$ cat config.mk
export PLATFORM = sky130hd
export DESIGN_NAME = tagged_decimal_element_reader
export DESIGN_NICKNAME = d
export VERILOG_FILES = /design/src/rtl/tder_pkg.sv /design/src/rtl/tder_ofifo.sv /design/src/rtl/tagged_decimal_element_reader.sv
export SDC_FILE = /design/constraint.sdc
export NUM_CORES = 1
export LEC_CHECK = 0
export ABC_AREA = 1
export BUFFER_PORTS_ARGS = -buffer_cell sky130_fd_sc_hd__buf_4
export CAP_MARGIN = 20
export CORE_MARGIN = 2
export CORE_UTILIZATION = 30
export DETAILED_ROUTE_END_ITERATION = 8
export SYNTH_ARGS = -nofsm -noshare
export SYNTH_HDL_FRONTEND = slang
export SYNTH_SLANG_ARGS = --single-unit
$ cat constraint.sdc
create_clock -name i_clk -period 7.89 [get_ports i_clk]
set_input_delay 2.367 -clock i_clk [delete_from_list [all_inputs] [get_ports i_clk]]
set_output_delay 2.367 -clock i_clk [all_outputs]
set_load 0.01 [all_outputs]
$ cat src/rtl/tder_pkg.sv
`default_nettype none

package tder_pkg;

    localparam int NUM_W = 32;
    localparam int HDR_W = 32;

    localparam logic [2:0] TYPE_DTAG  = 3'd2;
    localparam logic [2:0] TYPE_UDATA = 3'd6;
    localparam logic [7:0] CHR_ZERO   = 8'h30;
    localparam logic [7:0] CHR_NINE   = 8'h39;
    localparam logic [7:0] BYTE_CLOSE = 8'h00;

    localparam logic CFG_EXPECTED_TAG  = 1'b0;
    localparam logic CFG_OPTIONAL_MODE = 1'b1;

    typedef enum logic [2:0] {
        ST_OK         = 3'd0,
        ST_PAST_END   = 3'd1,
        ST_ZERO_OCTET = 3'd2,
        ST_NOT_DTAG   = 3'd3,
        ST_WRONG_TAG  = 3'd4,
        ST_NOT_UDATA  = 3'd5,
        ST_BAD_DIGIT  = 3'd6,
        ST_NO_CLOSE   = 3'd7
    } t_status;

    typedef struct packed {
        t_status           status;
        logic              present;
        logic [NUM_W-1:0]  number;
    } t_result;

endpackage

`default_nettype wire

$ cat src/rtl/tder_ofifo.sv
`default_nettype none

module tder_ofifo
    import tder_pkg::*;
(
    input  wire logic    i_clk,
    input  wire logic    i_rst_n,
    input  wire logic    i_push,
    input  wire t_result i_data,
    output logic         o_can_push,
    output logic         o_valid,
    input  wire logic    i_pop_ready,
    output t_result      o_data
);

    t_result    r_mem [2];
    logic       r_wr_ptr;
    logic       r_rd_ptr;
    logic [1:0] r_count;
    logic       pop;

    assign o_can_push = (r_count != 2'd2);
    assign o_valid    = (r_count != 2'd0);
    assign o_data     = r_mem[r_rd_ptr];
    assign pop        = o_valid && i_pop_ready;

    always_ff @(posedge i_clk) begin
        if (i_push) begin
            r_mem[r_wr_ptr] <= i_data;
        end
    end

    always_ff @(posedge i_clk) begin
        if (!i_rst_n) begin
            r_wr_ptr <= 1'b0;
            r_rd_ptr <= 1'b0;
            r_count  <= 2'd0;
        end else begin
            if (i_push) begin
                r_wr_ptr <= ~r_wr_ptr;
            end
            if (pop) begin
                r_rd_ptr <= ~r_rd_ptr;
            end
            case ({i_push, pop})
                2'b10:   r_count <= r_count + 2'd1;
                2'b01:   r_count <= r_count - 2'd1;
                default: r_count <= r_count;
            endcase
        end
    end

endmodule

`default_nettype wire

$ cat src/rtl/tagged_decimal_element_reader.sv
`default_nettype none

// Reads one binary-XML element (DTag header, UDATA header, decimal digits,
// close byte) from a stream of one byte per item and gives one result per
// element: success with the parsed number, absence, or an error code; after
// any result the reader waits for a new tag header. Each byte is handled in
// the cycle it is accepted, so one byte per clock is sustained; results go
// into a two-entry output queue, and the input stalls only while both queue
// entries are held by results not yet taken.
module tagged_decimal_element_reader
    import tder_pkg::*;
(
    input  wire logic        i_clk,
    input  wire logic        i_rst_n,
    input  wire logic        i_cfg_we,
    input  wire logic        i_cfg_index,
    input  wire logic [31:0] i_cfg_data,
    input  wire logic        i_in_valid,
    output logic             o_in_ready,
    input  wire logic [7:0]  i_data_byte,
    input  wire logic        i_end_of_input,
    output logic             o_out_valid,
    input  wire logic        i_out_ready,
    output logic [2:0]       o_status,
    output logic             o_present,
    output logic [31:0]      o_number
);

    typedef enum logic [1:0] {
        PH_TAG    = 2'd0,
        PH_DATA   = 2'd1,
        PH_DIGITS = 2'd2,
        PH_CLOSE  = 2'd3
    } t_phase;

    logic [31:0]       r_expected_tag;
    logic              r_optional_mode;
    t_phase            r_phase,      n_phase;
    logic [HDR_W-1:0]  r_acc,        n_acc;
    logic              r_first_seen, n_first_seen;
    logic [HDR_W-1:0]  r_digits,     n_digits;
    logic [NUM_W-1:0]  r_num,        n_num;
    logic              r_bad,        n_bad;

    logic              in_fire;
    logic              emit;
    t_result           res;
    t_result           q_data;
    logic [HDR_W-1:0]  hdr_val;
    logic [2:0]        hdr_kind;
    logic              is_digit;
    logic [NUM_W-1:0]  num_x10;

    assign in_fire  = i_in_valid && o_in_ready;
    assign hdr_val  = {r_acc[HDR_W-5:0], i_data_byte[6:3]};
    assign hdr_kind = i_data_byte[2:0];
    assign is_digit = (i_data_byte >= CHR_ZERO) && (i_data_byte <= CHR_NINE);
    assign num_x10  = (r_num << 3) + (r_num << 1);

    always_comb begin
        n_phase      = r_phase;
        n_acc        = r_acc;
        n_first_seen = r_first_seen;
        n_digits     = r_digits;
        n_num        = r_num;
        n_bad        = r_bad;
        emit         = 1'b0;
        res.status   = ST_OK;
        res.present  = 1'b0;
        res.number   = '0;

        case (r_phase)
            PH_TAG, PH_DATA: begin
                if (!r_first_seen && i_data_byte == BYTE_CLOSE) begin
                    emit = 1'b1;
                    res.status = (r_phase == PH_TAG && r_optional_mode) ? ST_OK
                                                                        : ST_ZERO_OCTET;
                end else if (!i_data_byte[7]) begin
                    n_first_seen = 1'b1;
                    n_acc = {r_acc[HDR_W-8:0], i_data_byte[6:0]};
                    if (i_end_of_input) begin
                        emit = 1'b1;
                        res.status = ST_PAST_END;
                    end
                end else begin
                    // final header octet
                    n_acc        = '0;
                    n_first_seen = 1'b0;
                    if (r_phase == PH_TAG) begin
                        if (hdr_kind != TYPE_DTAG) begin
                            emit = 1'b1;
                            res.status = r_optional_mode ? ST_OK : ST_NOT_DTAG;
                        end else if (hdr_val != r_expected_tag) begin
                            emit = 1'b1;
                            res.status = r_optional_mode ? ST_OK : ST_WRONG_TAG;
                        end else begin
                            n_phase = PH_DATA;
                            if (i_end_of_input) begin
                                emit = 1'b1;
                                res.status = ST_PAST_END;
                            end
                        end
                    end else begin
                        if (hdr_kind != TYPE_UDATA) begin
                            emit = 1'b1;
                            res.status = ST_NOT_UDATA;
                        end else begin
                            n_digits = hdr_val;
                            n_num    = '0;
                            n_bad    = 1'b0;
                            n_phase  = (hdr_val != '0) ? PH_DIGITS : PH_CLOSE;
                            if (i_end_of_input) begin
                                emit = 1'b1;
                                res.status = ST_PAST_END;
                            end
                        end
                    end
                end
            end
            PH_DIGITS: begin
                if (is_digit) begin
                    n_num = num_x10 + NUM_W'(i_data_byte - CHR_ZERO);
                end else begin
                    n_bad = 1'b1;
                end
                n_digits = r_digits - HDR_W'(1);
                if (r_digits == HDR_W'(1)) begin
                    n_phase = PH_CLOSE;
                end
                if (i_end_of_input) begin
                    emit = 1'b1;
                    res.status = ST_PAST_END;
                end
            end
            PH_CLOSE: begin
                emit = 1'b1;
                if (i_data_byte != BYTE_CLOSE) begin
                    res.status = ST_NO_CLOSE;
                end else if (r_bad) begin
                    res.status = ST_BAD_DIGIT;
                end else begin
                    res.present = 1'b1;
                    res.number  = r_num;
                end
            end
            default: begin
                n_phase = PH_TAG;
            end
        endcase

        // every result restarts the reader
        if (emit) begin
            n_phase      = PH_TAG;
            n_acc        = '0;
            n_first_seen = 1'b0;
            n_digits     = '0;
            n_num        = '0;
            n_bad        = 1'b0;
        end
    end

    always_ff @(posedge i_clk) begin
        if (!i_rst_n) begin
            r_expected_tag  <= '0;
            r_optional_mode <= 1'b0;
            r_phase         <= PH_TAG;
            r_acc           <= '0;
            r_first_seen    <= 1'b0;
            r_digits        <= '0;
            r_num           <= '0;
            r_bad           <= 1'b0;
        end else begin
            if (i_cfg_we) begin
                case (i_cfg_index)
                    CFG_EXPECTED_TAG:  r_expected_tag  <= i_cfg_data;
                    CFG_OPTIONAL_MODE: r_optional_mode <= i_cfg_data[0];
                    default:           r_optional_mode <= r_optional_mode;
                endcase
            end
            if (in_fire) begin
                r_phase      <= n_phase;
                r_acc        <= n_acc;
                r_first_seen <= n_first_seen;
                r_digits     <= n_digits;
                r_num        <= n_num;
                r_bad        <= n_bad;
            end
        end
    end

    tder_ofifo u_ofifo (
        .i_clk       (i_clk),
        .i_rst_n     (i_rst_n),
        .i_push      (in_fire && emit),
        .i_data      (res),
        .o_can_push  (o_in_ready),
        .o_valid     (o_out_valid),
        .i_pop_ready (i_out_ready),
        .o_data      (q_data)
    );

    assign o_status  = q_data.status;
    assign o_present = q_data.present;
    assign o_number  = q_data.number[31:0];

    a_present_ok: assert property (@(posedge i_clk) disable iff (!i_rst_n)
        o_out_valid && o_present |-> o_status == ST_OK)
        else $error("present result with error status");

    a_absent_zero: assert property (@(posedge i_clk) disable iff (!i_rst_n)
        o_out_valid && !o_present |-> o_number == 32'd0)
        else $error("absent or failed result carries a number");

    a_restart: assert property (@(posedge i_clk) disable iff (!i_rst_n)
        in_fire && emit |=> r_phase == PH_TAG && !r_first_seen && !r_bad)
        else $error("reader did not restart after a result");

    a_digits_left: assert property (@(posedge i_clk) disable iff (!i_rst_n)
        r_phase == PH_DIGITS |-> r_digits != '0)
        else $error("digit phase with no digits left");

endmodule

`default_nettype wire

**Yosys cells after proc, flatten, opt, wreduce, memory -nomap -nowiden**

Memory sizes are Yosys's and may differ from the RTL's. A register that Yosys moved wholly into a read port is not among the register bits.
Cells that the tools add are included.

- Flip-flop bits (word level): 133
- Output and inout port bits: 38
- Input bits: 47
- Memories: 1
- Logic and storage cells: 134
- RAM bits: 72

Memory list:

| name | depth | width | read ports | clocked after Yosys merged registers in | wr ports | RTL line | RTL |
|---|---|---|---|---|---|---|---|
| u_ofifo.r_mem | 2 | 36 | 1 | 1 | 1 | tder_ofifo.sv:16 | `t_result r_mem [2];` |

- $lt $le $gt $ge: 2
- Reductions and logical operators: 23
- Eq/ne operators: 21
- Muxes and demuxes: 67
- $add $sub $neg: 6
- Bitwise logic cells: 3

Operators by type and width:

| cell | count |
|---|---|
| $mux W32 | 11 |
| $pmux W32 S2 | 2 |
| $mux W28 | 4 |
| $mux W33 | 3 |
| $add A32 B32 Y32 | 2 |
| $eq A32 B1 Y1 const B | 1 |
| $ne A32 B32 Y1 | 1 |
| $reduce_bool A32 Y1 | 1 |
| $sub A32 B1 Y32 const B | 1 |
| $mux W3 | 9 |
| $ne A3 B3 Y1 const B | 8 |
| $mux W1 | 23 |
| $mux W2 | 10 |
| $reduce_and A7 Y1 | 2 |
| $ne A4 B4 Y1 const B | 3 |
| $pmux W3 S3 | 1 |
| $sub A8 B6 Y9 const B | 1 |
| $ge A8 B6 Y1 const B | 1 |
| $le A8 B6 Y1 const B | 1 |
| $logic_not A8 Y1 | 1 |
| $pmux W2 S2 | 2 |
| $reduce_and A8 Y1 | 1 |
| $reduce_bool A8 Y1 | 1 |
| $eq A2 B2 Y1 const B | 3 |
| other kinds (17) | 29 |

**Longest topological paths before layout**

Gate-level depths: netlist of run 1.

- Depth in word-level cells: 10
- Depth in mapped cells: 19
- Gate-level depth less buffers: 19

**Cells and area by module**

A second synthesis of run 1 with hierarchy kept.

- Cells, all modules: 1822
- Area, all modules: 13210.2 um^2

Modules (own cells, without submodules):

| module | cells an instance | area each (um^2) | instances |
|---|---|---|---|
| tagged_decimal_element_reader | 1674 | 10223.6 | 1 |
| tder_ofifo | 148 | 2986.6 | 1 |

**Worst setup path after synthesis of run 1**

Ideal clock, no wire load.

- Path kind: input port to flip-flop
- Start: input port i_data_byte[4]
- End: register r_num[20]
- Stages: 14
- Setup slack: 0.824 ns
- Path buffers: 0
- Arrival: 6.953 ns
- Cell sequence: ha_1 nor3_1 fa_1 ha_1 a21oi_1 nor2_1 nor2_1 o21bai_1 a21o_1 a21oi_1 xor2_1 nor2_1 o21ai_1 nor2_1

- Longest elaborated chain between the ends: 9
- Elaborated cells on any way between the ends: 24
- Classes of those cells: add/sub: 2; order compare: 2; eq/ne: 6; mux: 9; reduce/logical: 5

Ends and longest elaborated chain:

| element | RTL line | RTL |
|---|---|---|
| from (decl) | tagged_decimal_element_reader.sv:20 | `input wire logic [7:0] i_data_byte,` |
| branches (longest 9 deep; another with $add A32 B32 Y32) | n/a |  |
| to (signal assigned) | tagged_decimal_element_reader.sv:185 | `r_num <= n_num;` |
| to (decl) | tagged_decimal_element_reader.sv:42 | `logic [NUM_W-1:0] r_num, n_num;` |

Parallel ways; which one is timed is not known. The select of a mux whose other input is x is not followed.
A chain may end at the register's enable or synchronous reset.

**Worst setup path in the final report of run 1**

- Start: input port i_data_byte[4]
- End: register r_num[31]

Same word-level chain as after synthesis.

==> impl_metrics.ini, run 1 <==
[critical_path]
path_cells = buf_4 > ha_1 > nor3_2 > buf_4 > fa_1 > ha_1 > nand2_1 > o21ai_0 > a21oi_1 > nand2_1 > nand2_1 > nand3_1 > nand3_1 > a21oi_1 > nand4_1 > a21oi_1
critPathTopFamily = adder cells
ff2ff_setup_slack_ns = 4.41
worstPathRequired_ns = 8.36
start_kind = primary input
path_buf_inv = 2
slowest_stage = fa_1
slowest_delay_ns = 0.50
path_class = primary input to flip-flop
crit_path_end_kind = flip-flop
crit_fanout = 24
cp.arrival_ns = 5.83

[logic_synthesis]
netlist.top_cell.by_area = dfxtp_1
ys_ff_latch = 206
syn-num-nets = 1770
synth.distinct_cells = 48
ys_warn_count = 0
ys_seq_area_frac = 0.388
synth_flop_cell = dfxtp_1
yosysTopAreaCellShare = 0.215
synth_area_leaders = dfxtp_1, edfxtp_1, nand2_1
ys_top_cells_by_count = nand2_1, nor2_1, inv_1
syn_inst = 1658
netlist_area_sq_mm = 0.0125
synthArstFlopShare = 0
synth_edf_count = 72
synth.avg_cell_area_sq_um = 7.54
yosysMostFrequentCell = nand2_1

[timing]
worstMarginPinSlew_ns = 0.969
period_share = 0.679
max_freq_ghz = 0.187
timing.final.max_slew_violations = 0
fin_skew_ns = 0.0121
finalSetupViolations = 0
relSlewSlack = 0.354
finalCriticalPeriod_ns = 5.36
rsz0062_at_grt = false
tns_ns = 0
setup_ws_ns = 2.53
hold_violations = 0

[power_and_ir_drop]
p_leak_nw = 6.03
powerDensity_mw_per_mm2 = 254
ir_drop_mv = 0.141

[placement]
place.port_buffers = 84
dp_hpwl_microns = 25100
postPlaceCellArea_sq_mm = 0.0136
dp.cells = 2223
pre_cts_slack_ns = 2.00
gp_congestion = 0.873

[detailed_routing]
route.met2.wl_microns = 16300
met3_length_microns = 1630
top_layer = met5
met1_length_microns = 15800
drt_wl_total_microns = 34700
vias = 10969
avgViaCountPerCell = 4.84
routedWlPerCell_microns = 15.3
drtIter0Drc = 717
dr.pass1.iters = 7
drc = 0
drtAntennaViolNets = 0

[clock_tree]
h-tree-depth = 1
clock_latency_ns = 0.54
cts_root_buffer = clkbuf_16
cts.clk_slew.worst_paths_ns = 0.06
cts.sinks = 206
cts_tree = done
cts_buffer_depth = 3
cts_resized = 0
cts_hold_buf = 0
cts_setup_buffers = 0
numCtsBuffers = 24

[die]
die_height_microns = 208
core_sq_mm = 0.0410
ios = 85
row_count = 74
dieWidth_microns = 208
initial_core_util = 0.305
dieArea_sq_mm = 0.0433

[grt]
antenna_found_initial = 1
track_usage = 0.159
grt_max_degree = 59
grt_pass1_wl_microns = 56400
grt_overflow = 0
grt_pass1_vias = 10629

[final_layout]
fin_nets = 1830
layout.cells.non_filler = 2268
multi_input_area_sq_mm = 0.00668
final_layout_size_suffix_gt1_frac = 0.128
fillers = 4353
fin_area_sq_mm = 0.0144
num_antenna_cells = 0
final-seq-area_sq_mm = 0.00485
utilization = 0.352
layout-area-overhead-vs-synth_pct = 15.5

[min_path]
hold_path_class = flip-flop to flip-flop

[run_status]
status = completed

[run]
maxCapViolCount = 0
## worst paths after layout
kind	startpoint	endpoint	depth (start not counted)
max reg2reg	r_phase[0]	r_digits[2]	12
min	u_ofifo.r_rd_ptr	flip-flop	1
min reg2reg	u_ofifo.r_rd_ptr	flip-flop	1
max	i_data_byte[4]	r_num[31]	16
## routing by layer
metal,vias to the layer above,GRT usage
li1,5509,-
met1,5154,0.211
met2,248,0.269
met3,56,0.0255
met4,2,0.0447
met5,-,0
## worst reg2reg max path: stages (launching register included)
cell and delay, ns:
dfxtp_1 0.46, nor2_2 0.07, buf_4 0.28, inv_2 0.46, a211oi_2 0.14, buf_4 0.25
a21oi_2 0.64, inv_1 0.17, a21oi_2 0.47, buf_8 0.24, nand2_1 0.06, nand2_1 0.06
nor2_1 0.04
## cells in the final DEF (no fill, tap or decap), types with 36 or more instances in the layout
cell / count
edfxtp_1: 72
xnor2_1: 41
nand2_1: 350
a21oi_1: 115
nand3_1: 82
inv_1: 172
ha_1: 36
mux2_2: 36
o21ai_0: 99
nor2_1: 277
buf_4: 96
dfxtp_1: 133
## cell families after synthesis
group | count (synthesis) | synth area share
DFF | 206 | 0.388
AOI/OAI and AO/OA | 269 | 0.117
xor gates and xnor gates | 54 | 0.0378
and+or+nand+nor | 787 | 0.262
buffers and inverters | 241 | 0.0800
adders and majority gates | 65 | 0.0825
muxes | 36 | 0.0324
## through the flow
stage | power [W] | hold slack [ns]
floorplan | 0.00219 | 0.426
global placement | 0.00251 | 0.432
detailed placement | 0.00253 | 0.442
finish | 0.00367 | 0.456
CTS | 0.00370 | 0.452
global route | 0.00391 | 0.494
## layout make-up
cell class,instances,area share
Sequential cell,206,0.336
Tap cell,532,0.0461
Inverter,177,0.0461
Clock buffer,32,0.0487
Timing Repair Buffer,98,0.0523
Multi-Input combinational cell,1211,0.462
Clock inverter,12,0.00875
## state kept, by name, indices dropped and copies added (netlist names), named ones only
register / flops
r_acc: 28
r_bad: 1
r_digits: 32
r_expected_tag: 32
r_first_seen: 1
r_num: 32
r_optional_mode: 1
r_phase: 2
u_ofifo.r_count: 2
u_ofifo.r_mem: 72
u_ofifo.r_rd_ptr: 1
u_ofifo.r_wr_ptr: 1
## power by group
part	switching [W]	leakage [nW]	total, W	internal (W)
clock network	0.000468	0.397	0.00116	0.000694
logic	0.000760	3.82	0.00121	0.000449
registers	0.0000989	1.81	0.00130	0.00120
Power figures use the tool's default switching activity.
==> inputs of run 2 (changes only) <==
Clock period 7.89 ns to 4.8 ns, I/O delays scaled along.
==> impl_metrics.ini, run 2 (synthesis results as in run 1) <==
[placement]
gp_congestion = 0.923
dp_hpwl_microns = 25000
place.port_buffers = 84

[power_and_ir_drop]
internal_power_w = 0.00369
pwr-share-seq = 0.366
p_clk_frac = 0.292
ir_drop_mv = 0.204
p_switching_w = 0.00215
combPwrFrac = 0.342
powerDensity_mw_per_mm2 = 405
p_leak_nw = 6.04
switching_share = 0.369

[final_layout]
regMostFlops = u_ofifo.r_mem
final_common_cell = nand2_1
final_cell_mix = nand2_1, nor2_1, inv_1
fillers = 4343
fin_nets = 1834
utilization = 0.352
num_antenna_cells = 0
largest_reg_flops = 72
layout-area-overhead-vs-synth_pct = 15.4
final_layout_size_suffix_gt1_frac = 0.128

[min_path]
hold_path_class = flip-flop to flip-flop
min_from = u_ofifo.r_rd_ptr
worstHoldPathCells = 1

[clock_tree]
clock_latency_ns = 0.53
cts.sinks = 206
cts.clk_slew.worst_paths_ns = 0.06
cts_buffer_depth = 3
cts_resized = 0
cts_setup_buffers = 0
cts_tree = done
cts_hold_buf = 0
cts_root_buffer = clkbuf_16
h-tree-depth = 1
numCtsBuffers = 23

[die]
core_sq_mm = 0.0410
row_count = 74
dieWidth_microns = 208
initial_core_util = 0.305
die_height_microns = 208
dieArea_sq_mm = 0.0433
ios = 85

[critical_path]
rr_endpoint = r_num[20]
path_buf_inv = 2
crit_fanout = 5
path_class = primary input to flip-flop
ff2ff_setup_slack_ns = 1.74
critPathTopFamily = compound AO/OA/AOI/OAI gates
start_kind = primary input
reg2reg_from = r_num[0]
slowest_delay_ns = 0.46
path_cells = buf_4 > buf_4 > a21oi_1 > xor2_1 > fa_1 > ha_1 > nand2_1 > o21ai_0 > a21oi_1 > nand2_1 > nand2_1 > a21oi_1 > xnor2_1 > nor2_1 > o21ai_0 > nor2_1
slowest_stage = fa_1
crit_path_end_kind = flip-flop
worstPathRequired_ns = 5.21
cp.arrival_ns = 4.57
r2r_cells = 12

[grt]
grt_max_degree = 58
antenna_found_initial = 0
grt_pass1_wl_microns = 56400
grt_overflow = 0
grt_pass1_vias = 10841
track_usage = 0.159

[timing]
timing.final.max_slew_violations = 0
rsz0062_at_grt = false
tns_ns = 0
worstMarginPinSlew_ns = 0.922
finalSetupViolations = 0
fin_skew_ns = 0.0119
relSlewSlack = 0.385
finalCriticalPeriod_ns = 4.16
period_share = 0.866
hold_violations = 0
max_freq_ghz = 0.241

[detailed_routing]
routedWlPerCell_microns = 15.2
drtAntennaViolNets = 0
avgViaCountPerCell = 4.82
vias = 10948
drtIter0Drc = 626
drt_wl_total_microns = 34400
dr.pass1.iters = 5
drc = 0

[run_status]
status = completed

[run]
maxCapViolCount = 0
run 2: metrics by stage:
stage	cell area (sq um)	power, W	cells	hold slack, ns	setup slack, ns
floorplan	12500	0.00360	1658	0.426	0.192
global placement	13700	0.00414	2228	0.430	0.115
detailed placement	13700	0.00417	2229	0.436	0.0882
CTS	14400	0.00590	2271	0.454	0.650
global route	14400	0.00624	2271	0.484	0.346
finish	14400	0.00584	2271	0.450	0.642
run 2: how the worst max path moves through the flow:
stage / cells after the start / end / slack (ns) / from
global route: 16 / r_num[27] / 0.35 / i_data_byte[4]
global placement: 15 / r_num[23] / 0.11 / i_data_byte[4]
floorplan: 14 / r_num[20] / 0.19 / i_data_byte[4]
CTS: 15 / r_num[23] / 0.65 / i_data_byte[4]
finish: 16 / r_num[21] / 0.64 / i_data_byte[4]
detailed placement: 15 / r_num[23] / 0.09 / i_data_byte[4]
run 2: cell type report:
cell class                 instances  area, sq um  share of cell area
clock buffer                      28          604              0.0419
clock inverter                    14          111             0.00772
inverter                         177          666              0.0462
multi-input combinational       1211         6690               0.464
sequential                       206         4850               0.336
tap                              532          666              0.0462
timing repair buffer             103          843              0.0585
run 2: per-layer routing:
metal | global-route usage | vias up | wire (microns) | share of wire
li1 | - | 5539 | - | -
met1 | 0.205 | 5082 | 15500 | 0.45
met2 | 0.278 | 277 | 16400 | 0.48
met3 | 0.0231 | 50 | 1740 | 0.050
met4 | 0.0417 | 0 | 826 | 0.024
met5 | 0 | - | 0 | 0
run 2: power groups by stage:
stage | Combinational [W] | Clock [W] | Sequential (W)
after floorplan | 0.00148 | 0 | 0.00211
after global placement | 0.00197 | 0 | 0.00217
after detailed placement | 0.00199 | 0 | 0.00218
after CTS | 0.00201 | 0.00175 | 0.00214
after global routing | 0.00226 | 0.00182 | 0.00217
final | 0.00200 | 0.00171 | 0.00214
